### config.mk
export PLATFORM = sky130hd
export DESIGN_NAME = kfi_ctrl
export DESIGN_NICKNAME = d
export VERILOG_FILES = /design/src/rtl/core/kfi_pkg.sv /design/src/rtl/core/kfi_ctrl.sv
export SDC_FILE = /design/constraint.sdc
export NUM_CORES = 1
export LEC_CHECK = 0
export BUFFER_PORTS_ARGS = -buffer_cell sky130_fd_sc_hd__buf_2
export CAP_MARGIN = 5
export CORE_ASPECT_RATIO = 1.1
export CORE_MARGIN = 2
export CORE_UTILIZATION = 35
export CTS_CLUSTER_DIAMETER = 50
export CTS_CLUSTER_SIZE = 14
export DETAILED_ROUTE_END_ITERATION = 12
export PLACE_DENSITY = 0.64
export SETUP_SLACK_MARGIN = 0.15
export SYNTH_ARGS = -nofsm -noshare
export SYNTH_HDL_FRONTEND = slang
export SYNTH_SLANG_ARGS = --single-unit
### constraint.sdc
create_clock -name clock -period 2.8 [get_ports clock]
set_clock_uncertainty 0.2 [all_clocks]
set_input_delay 0.56 -clock clock [delete_from_list [all_inputs] [get_ports clock]]
set_output_delay 0.56 -clock clock [all_outputs]
set_load 0.1 [all_outputs]
### src/rtl/core/kfi_pkg.sv
// shared types and constants of the keyframe interpolator
package kfi_pkg;

   localparam int VAL_W = 32;
   localparam int CH_N = 3;
   localparam int CH_W = 2;
   localparam int REQ_W = 168;
   localparam int RSP_W = CH_N * VAL_W;
   localparam int CSR_W = 5;
   localparam int DIV_STEPS = 64;
   localparam int STEP_W = 6;
   localparam logic [STEP_W-1:0] STEP_LAST = STEP_W'(DIV_STEPS - 1);
   localparam logic [CH_W-1:0] CH_LAST = CH_W'(CH_N - 1);

   // command codes carried in tuser
   localparam logic CMD_LOAD = 1'b0;
   localparam logic CMD_QUERY = 1'b1;

   // interpolation modes
   localparam logic MODE_NEAREST = 1'b0;
   localparam logic MODE_LINEAR = 1'b1;

   // register indexes
   localparam logic CSR_IDX_MODE = 1'b0;
   localparam logic CSR_IDX_COUNT = 1'b1;

   // one knot: time in the low bits, then channels a, b, c
   typedef struct packed {
      logic [CH_N-1:0][VAL_W-1:0] val;
      logic [VAL_W-1:0] tm;
   } knot_type;

   typedef enum logic [3:0] {
      ST_IDLE,
      ST_CHK_FIRST,
      ST_CHK_LAST,
      ST_CHK_SCAN,
      ST_NEAR,
      ST_SPAN,
      ST_PREP,
      ST_MUL,
      ST_DIV,
      ST_FIN,
      ST_DELIVER
   } state_type;

   typedef enum logic [2:0] {
      RES_HOLD,
      RES_ZERO,
      RES_RD,
      RES_PREV,
      RES_CUR,
      RES_LIN
   } res_sel_type;

   typedef struct packed {
      logic take;
      res_sel_type res_sel;
      logic load_prev;
      logic load_cur;
      logic prep;
      logic mul;
      logic div_step;
      logic rsp_load;
      logic [CH_W-1:0] ch;
   } cmd_type;

   typedef struct packed {
      logic t_le_rd;
      logic t_ge_rd;
      logic seg_found;
      logic cur_closer;
      logic span_zero;
      logic rsp_free;
   } status_type;

endpackage

### src/rtl/core/kfi_ctrl.sv
// controller: query sequencing, knot scan and register file
module kfi_ctrl #(
   parameter int MAX_KNOTS = 16,
   parameter int IDX_W = 4
) (
   input  logic clock,
   input  logic reset,
   input  logic req_tvalid,
   output logic req_tready,
   input  logic req_tuser,
   input  logic csr_valid,
   output logic csr_ready,
   input  logic csr_index,
   input  logic [kfi_pkg::CSR_W-1:0] csr_data,
   input  kfi_pkg::status_type status,
   output kfi_pkg::cmd_type cmd,
   output logic [IDX_W-1:0] rd_addr
);
   import kfi_pkg::*;

   localparam int CNT_W = $clog2(MAX_KNOTS + 1);

   state_type state_ff, state_in;
   logic [IDX_W-1:0] idx_ff, idx_in;
   logic [CH_W-1:0] ch_ff, ch_in;
   logic [STEP_W-1:0] step_ff, step_in;
   logic mode_ff;
   logic [CSR_W-1:0] count_ff;
   logic [CNT_W-1:0] n_w;
   logic [IDX_W-1:0] last_idx;
   logic n_zero, n_one, is_last, query_take;

   // knots in use, limited to the table depth
   always_comb begin
      if (int'(count_ff) > MAX_KNOTS) begin
         n_w = CNT_W'(MAX_KNOTS);
      end else begin
         n_w = CNT_W'(count_ff);
      end
   end

   assign last_idx = IDX_W'(n_w - CNT_W'(1));
   assign n_zero = (n_w == '0);
   assign n_one = (n_w == CNT_W'(1));
   assign is_last = (idx_ff == last_idx);
   assign query_take = req_tvalid && (req_tuser == CMD_QUERY);
   assign csr_ready = 1'b1;

   // register writes
   always_ff @(posedge clock) begin
      if (reset) begin
         mode_ff <= MODE_LINEAR;
         count_ff <= '0;
      end else if (csr_valid) begin
         unique case (csr_index)
            CSR_IDX_MODE: mode_ff <= csr_data[0];
            CSR_IDX_COUNT: count_ff <= csr_data;
            default: mode_ff <= mode_ff;
         endcase
      end
   end

   // state and counters
   always_ff @(posedge clock) begin
      if (reset) begin
         state_ff <= ST_IDLE;
         idx_ff <= '0;
         ch_ff <= '0;
         step_ff <= '0;
      end else begin
         state_ff <= state_in;
         idx_ff <= idx_in;
         ch_ff <= ch_in;
         step_ff <= step_in;
      end
   end

   // next state
   always_comb begin
      state_in = state_ff;
      unique case (state_ff)
         ST_IDLE: begin
            if (query_take) begin
               state_in = n_zero ? ST_DELIVER : ST_CHK_FIRST;
            end
         end
         ST_CHK_FIRST: begin
            if (n_one || status.t_le_rd) begin
               state_in = ST_DELIVER;
            end else if (mode_ff == MODE_NEAREST) begin
               state_in = ST_CHK_SCAN;
            end else begin
               state_in = ST_CHK_LAST;
            end
         end
         ST_CHK_LAST: begin
            state_in = status.t_ge_rd ? ST_DELIVER : ST_CHK_SCAN;
         end
         ST_CHK_SCAN: begin
            if (status.seg_found) begin
               state_in = (mode_ff == MODE_NEAREST) ? ST_NEAR : ST_SPAN;
            end else if (is_last) begin
               state_in = ST_DELIVER;
            end
         end
         ST_NEAR: state_in = ST_DELIVER;
         ST_SPAN: state_in = status.span_zero ? ST_DELIVER : ST_PREP;
         ST_PREP: state_in = ST_MUL;
         ST_MUL: state_in = ST_DIV;
         ST_DIV: begin
            if (step_ff == STEP_LAST) begin
               state_in = ST_FIN;
            end
         end
         ST_FIN: state_in = (ch_ff == CH_LAST) ? ST_DELIVER : ST_PREP;
         ST_DELIVER: begin
            if (status.rsp_free) begin
               state_in = ST_IDLE;
            end
         end
         default: state_in = ST_IDLE;
      endcase
   end

   // datapath commands and counter updates
   always_comb begin
      cmd = '0;
      cmd.res_sel = RES_HOLD;
      cmd.ch = ch_ff;
      rd_addr = '0;
      req_tready = 1'b0;
      idx_in = idx_ff;
      ch_in = ch_ff;
      step_in = step_ff;
      unique case (state_ff)
         ST_IDLE: begin
            req_tready = 1'b1;
            cmd.take = req_tvalid;
            if (query_take && n_zero) begin
               cmd.res_sel = RES_ZERO;
            end
         end
         ST_CHK_FIRST: begin
            cmd.load_prev = 1'b1;
            if (n_one || status.t_le_rd) begin
               cmd.res_sel = RES_RD;
            end else if (mode_ff == MODE_NEAREST) begin
               rd_addr = IDX_W'(1);
               idx_in = IDX_W'(1);
            end else begin
               rd_addr = last_idx;
            end
         end
         ST_CHK_LAST: begin
            if (status.t_ge_rd) begin
               cmd.res_sel = RES_RD;
            end else begin
               rd_addr = IDX_W'(1);
               idx_in = IDX_W'(1);
            end
         end
         ST_CHK_SCAN: begin
            cmd.load_cur = 1'b1;
            if (!status.seg_found) begin
               if (is_last) begin
                  cmd.res_sel = RES_RD;
               end else begin
                  cmd.load_prev = 1'b1;
                  idx_in = idx_ff + IDX_W'(1);
                  rd_addr = idx_ff + IDX_W'(1);
               end
            end
         end
         ST_NEAR: cmd.res_sel = status.cur_closer ? RES_CUR : RES_PREV;
         ST_SPAN: begin
            if (status.span_zero) begin
               cmd.res_sel = RES_PREV;
            end
            ch_in = '0;
         end
         ST_PREP: cmd.prep = 1'b1;
         ST_MUL: begin
            cmd.mul = 1'b1;
            step_in = '0;
         end
         ST_DIV: begin
            cmd.div_step = 1'b1;
            step_in = step_ff + STEP_W'(1);
         end
         ST_FIN: begin
            cmd.res_sel = RES_LIN;
            if (ch_ff != CH_LAST) begin
               ch_in = ch_ff + CH_W'(1);
            end
         end
         ST_DELIVER: cmd.rsp_load = status.rsp_free;
         default: cmd.take = 1'b0;
      endcase
   end

`ifndef SYNTHESIS
   // a query never returns to idle in the cycle after it is taken
   a_query_busy: assert property (@(posedge clock) disable iff (reset)
      (state_ff == ST_IDLE && query_take) |=> (state_ff != ST_IDLE))
      else $error("query taken but controller idle");
   // channel counter stays within the three channels
   a_ch_range: assert property (@(posedge clock) disable iff (reset)
      (ch_ff <= CH_LAST))
      else $error("channel counter out of range");
   // the divider always runs the full step count
   a_div_len: assert property (@(posedge clock) disable iff (reset)
      (state_ff == ST_DIV && step_ff == STEP_LAST) |=> (state_ff == ST_FIN))
      else $error("division ended early or late");
`endif

endmodule

==> results.toml, run 1 <==
[timing]
finalCritPeriodShare_pct = 109
setup_tns_ps = -1300
fmax_ghz = 0.328
final_max_slew_viol_count = 0
final-setup-viol-count = 6
rsz0062_at_grt = "yes"
hold_viol_final = 0
fin_crit_ps = 3040
finalWorstSetupSlack_ps = -245
whs_ps = 302

[grt]
grt_pass1_wl_mm = 7.76
antenna_found_initial = 0
grtUsageTotal_pct = 17.5
grt_pass1_vias = 1672
overflow = 0
grt_max_degree = 17

[clocking]
clk_pin_slew_worst_paths_ps = 80
root_buffer = "clkbuf_8"
cts_sinks = 22
worst_skew_pair.late_latency_ps = 260
cts_hold_buffers = 0
cts_buffer_depth = 2
cts_made_buffers = 3
cts_tree = "built"
ctsHtreeMaxLevel = 1

[floorplanning]
die_h_um = 76.0
dieArea_mm2 = 0.00528
initial_core_util_pct = 36.0
die_x_um = 69.5
core_mm2 = 0.00459
rows = 26
ios = 35

[critical_path]
cp_data_arrival_time_ps = 2280
critPathTopFamily = "compound AO/OA/AOI/OAI gates"
start_kind = "flip-flop"
path_buf_inv = 1
cp_max_fo = 4
crit_path_top_delay_cell = "or3b_1"
crit_path_cell_trace = "nand2b_4 > ha_4 > or3b_1 > a32oi_2 > a211o_1 > nor2_1 > a211o_4 > buf_12"
end_kind = "output port"
critPathKind = "flip-flop to output port"
slowest_delay_ps = 360
required_ps = 2040

[synth]
ys_warn_count = 0
ys.flop_type = "dfxtp_1"
synth_nets = 243
mappedNetlistArea_mm2 = 0.00165
syn_inst = 220
synth_area_per_cell_um2 = 7.51
synth_edf_count = 0
ys_seq_elements = 22
yosysTopAreaCell = "dfxtp_1"
ys_seq_area_share_pct = 26.7
synthDominantCellAreaShare_pct = 26.7
async_flop_share_pct = 0
synth_area_leaders = "dfxtp_1 (27%), nor2_1 (5.5%), a21oi_1 (5.2%)"
yosysUniqueCellTypes = 50

[pwr]
irDropWorstVdd_mv = 0.420
power_mw = 1.88
pwr_density_cell_mw_per_mm2 = 798
p_leak_nw = 0.937

[finish]
drive_above_1_share_pct = 34.9
final_cell_mix = "buf_4 (24), nor2_1 (23), buf_2 (23)"
syn2layout_area_growth_pct = 42.9
final_common_cell = "buf_4"
n_fill_cell = 445
final_net_count = 294
antenna_cells = 0
utilization_pct = 51.4

[placement]
dp_hpwl_mm = 3.53
portBuffers = 33
dp_slack_ps = 0.385
gp_congestion = 0.864

[drt]
postRouteAntennaNets = 0
avgViaCountPerCell = 5.51
vias = 1790
first_pass_iters = 4
drc_errors = 0
totalWireLength_mm = 4.55
drt_iter0_markers = 106
wl_per_cell_um = 14.0

[status]
outcome = "complete, but fails checks"
violations = "setup timing"

[min_path]
hp-class = "flip-flop to flip-flop"

[run]
max_cap_viol_count = 0
-- cell families after synthesis --
group | count (synthesis) | share of synthesized area [%]
DFF | 22 | 26.7
other | 1 | 0.227
AOI/OAI and AO/OA | 63 | 26.7
xor gates and xnor gates | 6 | 3.18
adders and majority gates | 6 | 4.55
buffers and inverters | 22 | 6.29
and+or+nand+nor | 98 | 31.2
muxes | 2 | 1.21
-- final cells by class --
class                           instances  area (um^2)  share of cell area, %
Multi-Input combinational cell        176         1290                   54.7
Clock buffer                            3         41.3                   1.75
Inverter                               11         41.3                   1.75
Tap cell                               56         70.1                   2.97
Timing Repair Buffer                   57          470                   19.9
Sequential cell                        22          447                   18.9
-- synthesized netlist by cell type, types with 5 or more instances --
cell type	number
nor2_1	24
dfxtp_1	22
nand2_1	22
a21oi_1	17
nand3_1	13
inv_1	11
o21ai_0	9
nand2b_1	7
ha_1	6
a32oi_1	5
clkbuf_1	5
nand3b_1	5
o22ai_1	5
-- worst min-delay path, cell delays in order, from the launching register on --
cell,delay (ps)
dfxtp_2,350
nand2_1,60
a21oi_1,60
-- metal layers --
layer	global-route usage, %	routed length [um]	vias to the layer above	share of wire (%)
li1	-	-	904	-
met1	24.3	2130	842	47
met2	29.1	2220	40	49
met3	1.72	150	4	3.3
met4	4.12	49	0	1.1
met5	0	0	-	0
-- through the flow --
step	instance area [um^2]	std cells
floorplan	1820	220
global placement	2250	317
detailed placement	2250	317
CTS	2320	324
global route	2360	325
finish	2360	325
-- flip-flops by register name, indices dropped and copies added (netlist names) --
register	cells
step_ff	6
count_ff	5
idx_ff	4
state_ff	4
ch_ff	2
mode_ff	1
-- power by group --
part	leakage [nW]	switching, mW	internal (mW)
logic	0.735	0.813	0.431
clock network	0.0216	0.104	0.0960
registers	0.181	0.0863	0.353
-- path summary, 6_finish.rpt --
kind                                  start          end  slack, ps  cells past startpoint
worst max-delay path            count_ff[4]       cmd[9]       -240                      8
worst min-delay path            count_ff[1]  count_ff[1]        300                      2
worst max register to register  count_ff[4]    idx_ff[0]        330                     11
worst min register to register  count_ff[1]  count_ff[1]        300                      2
-- repair_timing --
action | CTS | global route
setup endpoints to repair | 8 | 11
hold endpoints to repair | 0 | 0
pin swaps | 3 | 2
setup buffers | 4 | 1
gates resized for setup | 3 | 8
Power figures use the tool's default switching activity.
==> run 2, diff against run 1 <==
Settings changed: SETUP_SLACK_MARGIN 0.15 to unset.
==> results.toml, run 2 (synthesized netlist as in run 1, its figures left out) <==
[status]
outcome = "complete, but fails checks"
violations = "setup timing"

[finish]
syn2layout_area_growth_pct = 46.7
final_cell_mix = "buf_4 (29), buf_2 (25), nor2_1 (23)"
finalInstanceArea_mm2 = 0.00242
largest_reg_flops = 6
regMostFlops = "step_ff"
final_common_cell = "buf_4"
antenna_cells = 0
largestRegisters = "step_ff: 6 flops, count_ff: 5 flops"
utilization_pct = 52.8
final_net_count = 303
stdcell_count = 335
drive_above_1_share_pct = 36.2

[clocking]
cts_buffer_depth = 2
clk_pin_slew_worst_paths_ps = 80
root_buffer = "clkbuf_8"
cts_tree = "built"
worst_skew_pair.late_latency_ps = 260
cts_made_buffers = 3
cts_sinks = 22
cts_hold_buffers = 0
ctsHtreeMaxLevel = 1

[min_path]
hp-class = "flip-flop to flip-flop"
hold_start = "count_ff[0]"
holdPathStages = 2

[drt]
wl_per_cell_um = 14.6
first_pass_iters = 5
vias = 1852
totalWireLength_mm = 4.89
postRouteAntennaNets = 0
avgViaCountPerCell = 5.53
drt_iter0_markers = 171
drc_errors = 0

[grt]
overflow = 0
grt_max_degree = 23
grt_pass1_vias = 1781
antenna_found_initial = 0
grt_pass1_wl_mm = 8.36
grtUsageTotal_pct = 19.1

[critical_path]
cp_data_arrival_time_ps = 2360
end_kind = "output port"
required_ps = 2040
crit_start = "count_ff[4]"
reg2regPathDepth = 11
cp_max_fo = 4
start_kind = "flip-flop"
worstReg2RegStart = "count_ff[4]"
critPathKind = "flip-flop to output port"

[timing]
finalCritPeriodShare_pct = 111
fin_crit_ps = 3120
finalWorstSetupSlack_ps = -317
final-setup-viol-count = 6
final_max_slew_viol_count = 0
fmax_ghz = 0.321
setup_tns_ps = -1560
rsz0062_at_grt = "yes"
whs_ps = 300
hold_viol_final = 0

[placement]
dp.cells = 327
gp_congestion = 0.860
dp_slack_ps = -184
dp_hpwl_mm = 3.59
placed_area_mm2 = 0.00221
portBuffers = 33

[pwr]
pwr_density_cell_mw_per_mm2 = 800
p_leak_nw = 0.991
power_mw = 1.94
irDropWorstVdd_mv = 0.467

[floorplanning]
initial_core_util_pct = 36.0
core_mm2 = 0.00459
die_h_um = 76.0
die_x_um = 69.5
rows = 26
ios = 35
dieArea_mm2 = 0.00528

[run]
max_cap_viol_count = 0
run 2: cell types whose count changed in the layout (fill, tap and decap cells not counted), moves of 2 or more:
cell     previous run  this run
buf_2              23        25
dfxtp_2             5         3
dfxtp_1            17        19
buf_4              24        29
buf_6               0         4
run 2: critical path, cell delays in order (launching register included):
cell,delay [ps]
dfxtp_2,340
nand2b_4,170
ha_4,170
or3b_4,360
a32oi_2,210
a211o_1,220
buf_6,120
nor2_2,30
a211o_2,310
buf_12,170
run 2: report_power, final:
group,leakage [nW],switching [mW],total [mW],internal (mW)
sequential,0.180,0.0464,0.397,0.351
clock,0.0288,0.107,0.232,0.125
combinational,0.782,0.862,1.31,0.448
run 2: area by class of cell:
class | instances | area (um^2)
fillers | 446 | 2160
multi-input cells | 176 | 1280
repair buffers | 66 | 536
flip-flops and latches | 22 | 444
well taps | 56 | 70.1
clock buffers | 4 | 55.1
inverters | 11 | 41.3
run 2: worst paths after layout:
path	to	slack, ps
hold / removal	count_ff[0]	300
setup / recovery	cmd[9]	-320
setup reg to reg	idx_ff[0]	150
hold reg to reg	count_ff[0]	300
run 2: what timing repair did:
action	in CTS	in global routing
resized for setup	25	5
endpoints found under the setup margin	6	6
buffers inserted	1	3
pin swaps	2	0
run 2: routing by layer:
metal  global-route usage (%)  share of wire, %  vias up
met2                     32.9                49       45
met4                     5.29               1.5        0
met1                     25.0                46      874
li1                         -                 -      926
met3                     2.25               3.9        7
met5                        0                 0        -
==> run 3, diff against run 2 <==
Settings changed: SETUP_SLACK_MARGIN set to 0.2.
Clock period 2.8 ns to 3.17 ns, I/O delays scaled along.
==> results.toml, run 3 (synthesized netlist as in run 1, its figures left out) <==
[drt]
drc_errors = 0
vias = 1790
first_pass_iters = 4
wl_per_cell_um = 14.5
totalWireLength_mm = 4.69
avgViaCountPerCell = 5.56
drt_iter0_markers = 169
postRouteAntennaNets = 0

[min_path]
holdPathStages = 2
hold_start = "step_ff[5]"
hp-class = "flip-flop to flip-flop"
hold_end = "step_ff[5]"

[pwr]
p_sw_mw = 0.889
clock_power_share_pct = 12.5
pwr_density_cell_mw_per_mm2 = 717
intPower_mw = 0.773
irDropWorstVdd_mv = 0.332
seq_power_share_pct = 22.2
p_comb_share_pct = 65.3
p_leak_nw = 0.927
p_sw_share_pct = 53.5

[floorplanning]
initial_core_util_pct = 36.0
die_x_um = 69.5
rows = 26
die_h_um = 76.0
dieArea_mm2 = 0.00528
ios = 35
core_mm2 = 0.00459

[finish]
largestRegisters = "step_ff: 6 flops, count_ff: 5 flops"
antenna_cells = 0
utilization_pct = 50.5
regMostFlops = "step_ff"
final_cell_mix = "buf_2 (27), nor2_1 (24), nand2_1 (20)"
n_fill_cell = 434
largest_reg_flops = 6
syn2layout_area_growth_pct = 40.4
final_net_count = 290
drive_above_1_share_pct = 33.5
final_common_cell = "buf_2"

[critical_path]
reg2regPathDepth = 6
r2r-end = "state_ff[3]"
end_kind = "output port"
crit_path_top_delay_cell = "or3b_1"
start_kind = "flip-flop"
cp_max_fo = 6
reg2reg_setup_slack_ps = 760
cp_common_cell = "buf_12"
worstReg2RegStart = "state_ff[0]"
critPathKind = "flip-flop to output port"
cp_data_arrival_time_ps = 2350
critPathTopFamily = "compound AO/OA/AOI/OAI gates"
required_ps = 2340
cp_num_cells = 9
slowest_delay_ps = 370
crit_path_cell_trace = "nand2b_4 > ha_4 > or3b_1 > a32oi_2 > a211o_1 > o21ai_4 > buf_12 > o22ai_4 > buf_12"
path_buf_inv = 2

[placement]
portBuffers = 33
dp_slack_ps = 135
dp_hpwl_mm = 3.42
gp_congestion = 0.800

[clocking]
cts_buffer_depth = 2
cts_hold_buffers = 0
cts_sinks = 22
clk_pin_slew_worst_paths_ps = 90
worst_skew_pair.late_latency_ps = 270
cts_tree = "built"
root_buffer = "clkbuf_8"
ctsHtreeMaxLevel = 1
cts_made_buffers = 3

[timing]
fin_crit_ps = 3180
rsz0062_at_grt = "yes"
fmax_ghz = 0.314
hold_viol_final = 0
finalWorstSetupSlack_ps = -9.80
final-setup-viol-count = 1
finalCritPeriodShare_pct = 100
final_max_slew_viol_count = 0

[grt]
grtUsageTotal_pct = 17.8
grt_pass1_vias = 1704
grt_max_degree = 23
antenna_found_initial = 0
grt_pass1_wl_mm = 7.89
overflow = 0

[status]
violations = "setup timing"
outcome = "complete, but fails checks"

[run]
max_cap_viol_count = 0
-- run 3: changes by cell type in the layout (fill, tap and decap cells not counted), sizes merged --
cell,change
clkbuf,-1
buf,-12
-- run 3: worst reg2reg max path, cell delays in order (launching register included) --
cell and delay (ps):
dfxtp_1 570, buf_4 240, nand2b_4 180, nor3_2 60
or3_4 400, or4_1 500, and3_1 170
-- run 3: layer usage --
layer | GRT usage [%] | share of wire (%)
met5 | 0 | 0
met4 | 5.49 | 0.92
met3 | 1.46 | 4.2
met2 | 31.0 | 49
met1 | 23.2 | 46
-- run 3: worst max-delay path by stage --
stage / startpoint / end / slack (ps)
after floorplan: state_ff[1] / cmd[8] / -280
after global placement: count_ff[4] / rd_addr[2] / 170
after detailed placement: count_ff[4] / rd_addr[2] / 130
after CTS: count_ff[4] / rd_addr[1] / -5
after global routing: count_ff[4] / rd_addr[1] / -90
final: count_ff[4] / rd_addr[1] / -10
-- run 3: per-stage QoR --
stage / std cells / setup TNS (ps) / hold slack, ps / cell area [um^2] / power, mW
floorplan: 220 / -278 / 261 / 1770 / 1.19
global placement: 311 / 0 / 276 / 2110 / 1.41
detailed placement: 311 / 0 / 280 / 2110 / 1.42
CTS: 321 / -4.85 / 293 / 2280 / 1.67
global route: 322 / -267 / 339 / 2320 / 1.75
finish: 322 / -9.80 / 294 / 2320 / 1.66
-- run 3: final cells by class --
cell class,instances,area (um^2),share of cell area [%]
Tap cell,56,70.1,3.02
Multi-Input combinational cell,176,1280,55.4
Sequential cell,22,447,19.3
Clock buffer,4,55.1,2.37
Inverter,11,41.3,1.78
Timing Repair Buffer,53,422,18.2
-- run 3: power groups by stage --
stage / clock network, mW / registers (mW) / logic (mW)
4_1_cts: 0.218 / 0.366 / 1.08
3_3_place_gp: 0 / 0.371 / 1.04
5_1_grt: 0.223 / 0.377 / 1.15
2_1_floorplan: 0 / 0.357 / 0.834
3_5_place_dp: 0 / 0.372 / 1.04
6_report: 0.208 / 0.369 / 1.09
-- run 3: what timing repair did --
action	in CTS	in global routing
gates resized for setup	15	5
endpoints found under the setup margin	6	6
buffers inserted	6	1
gates cloned	0	0
pin swaps	7	5
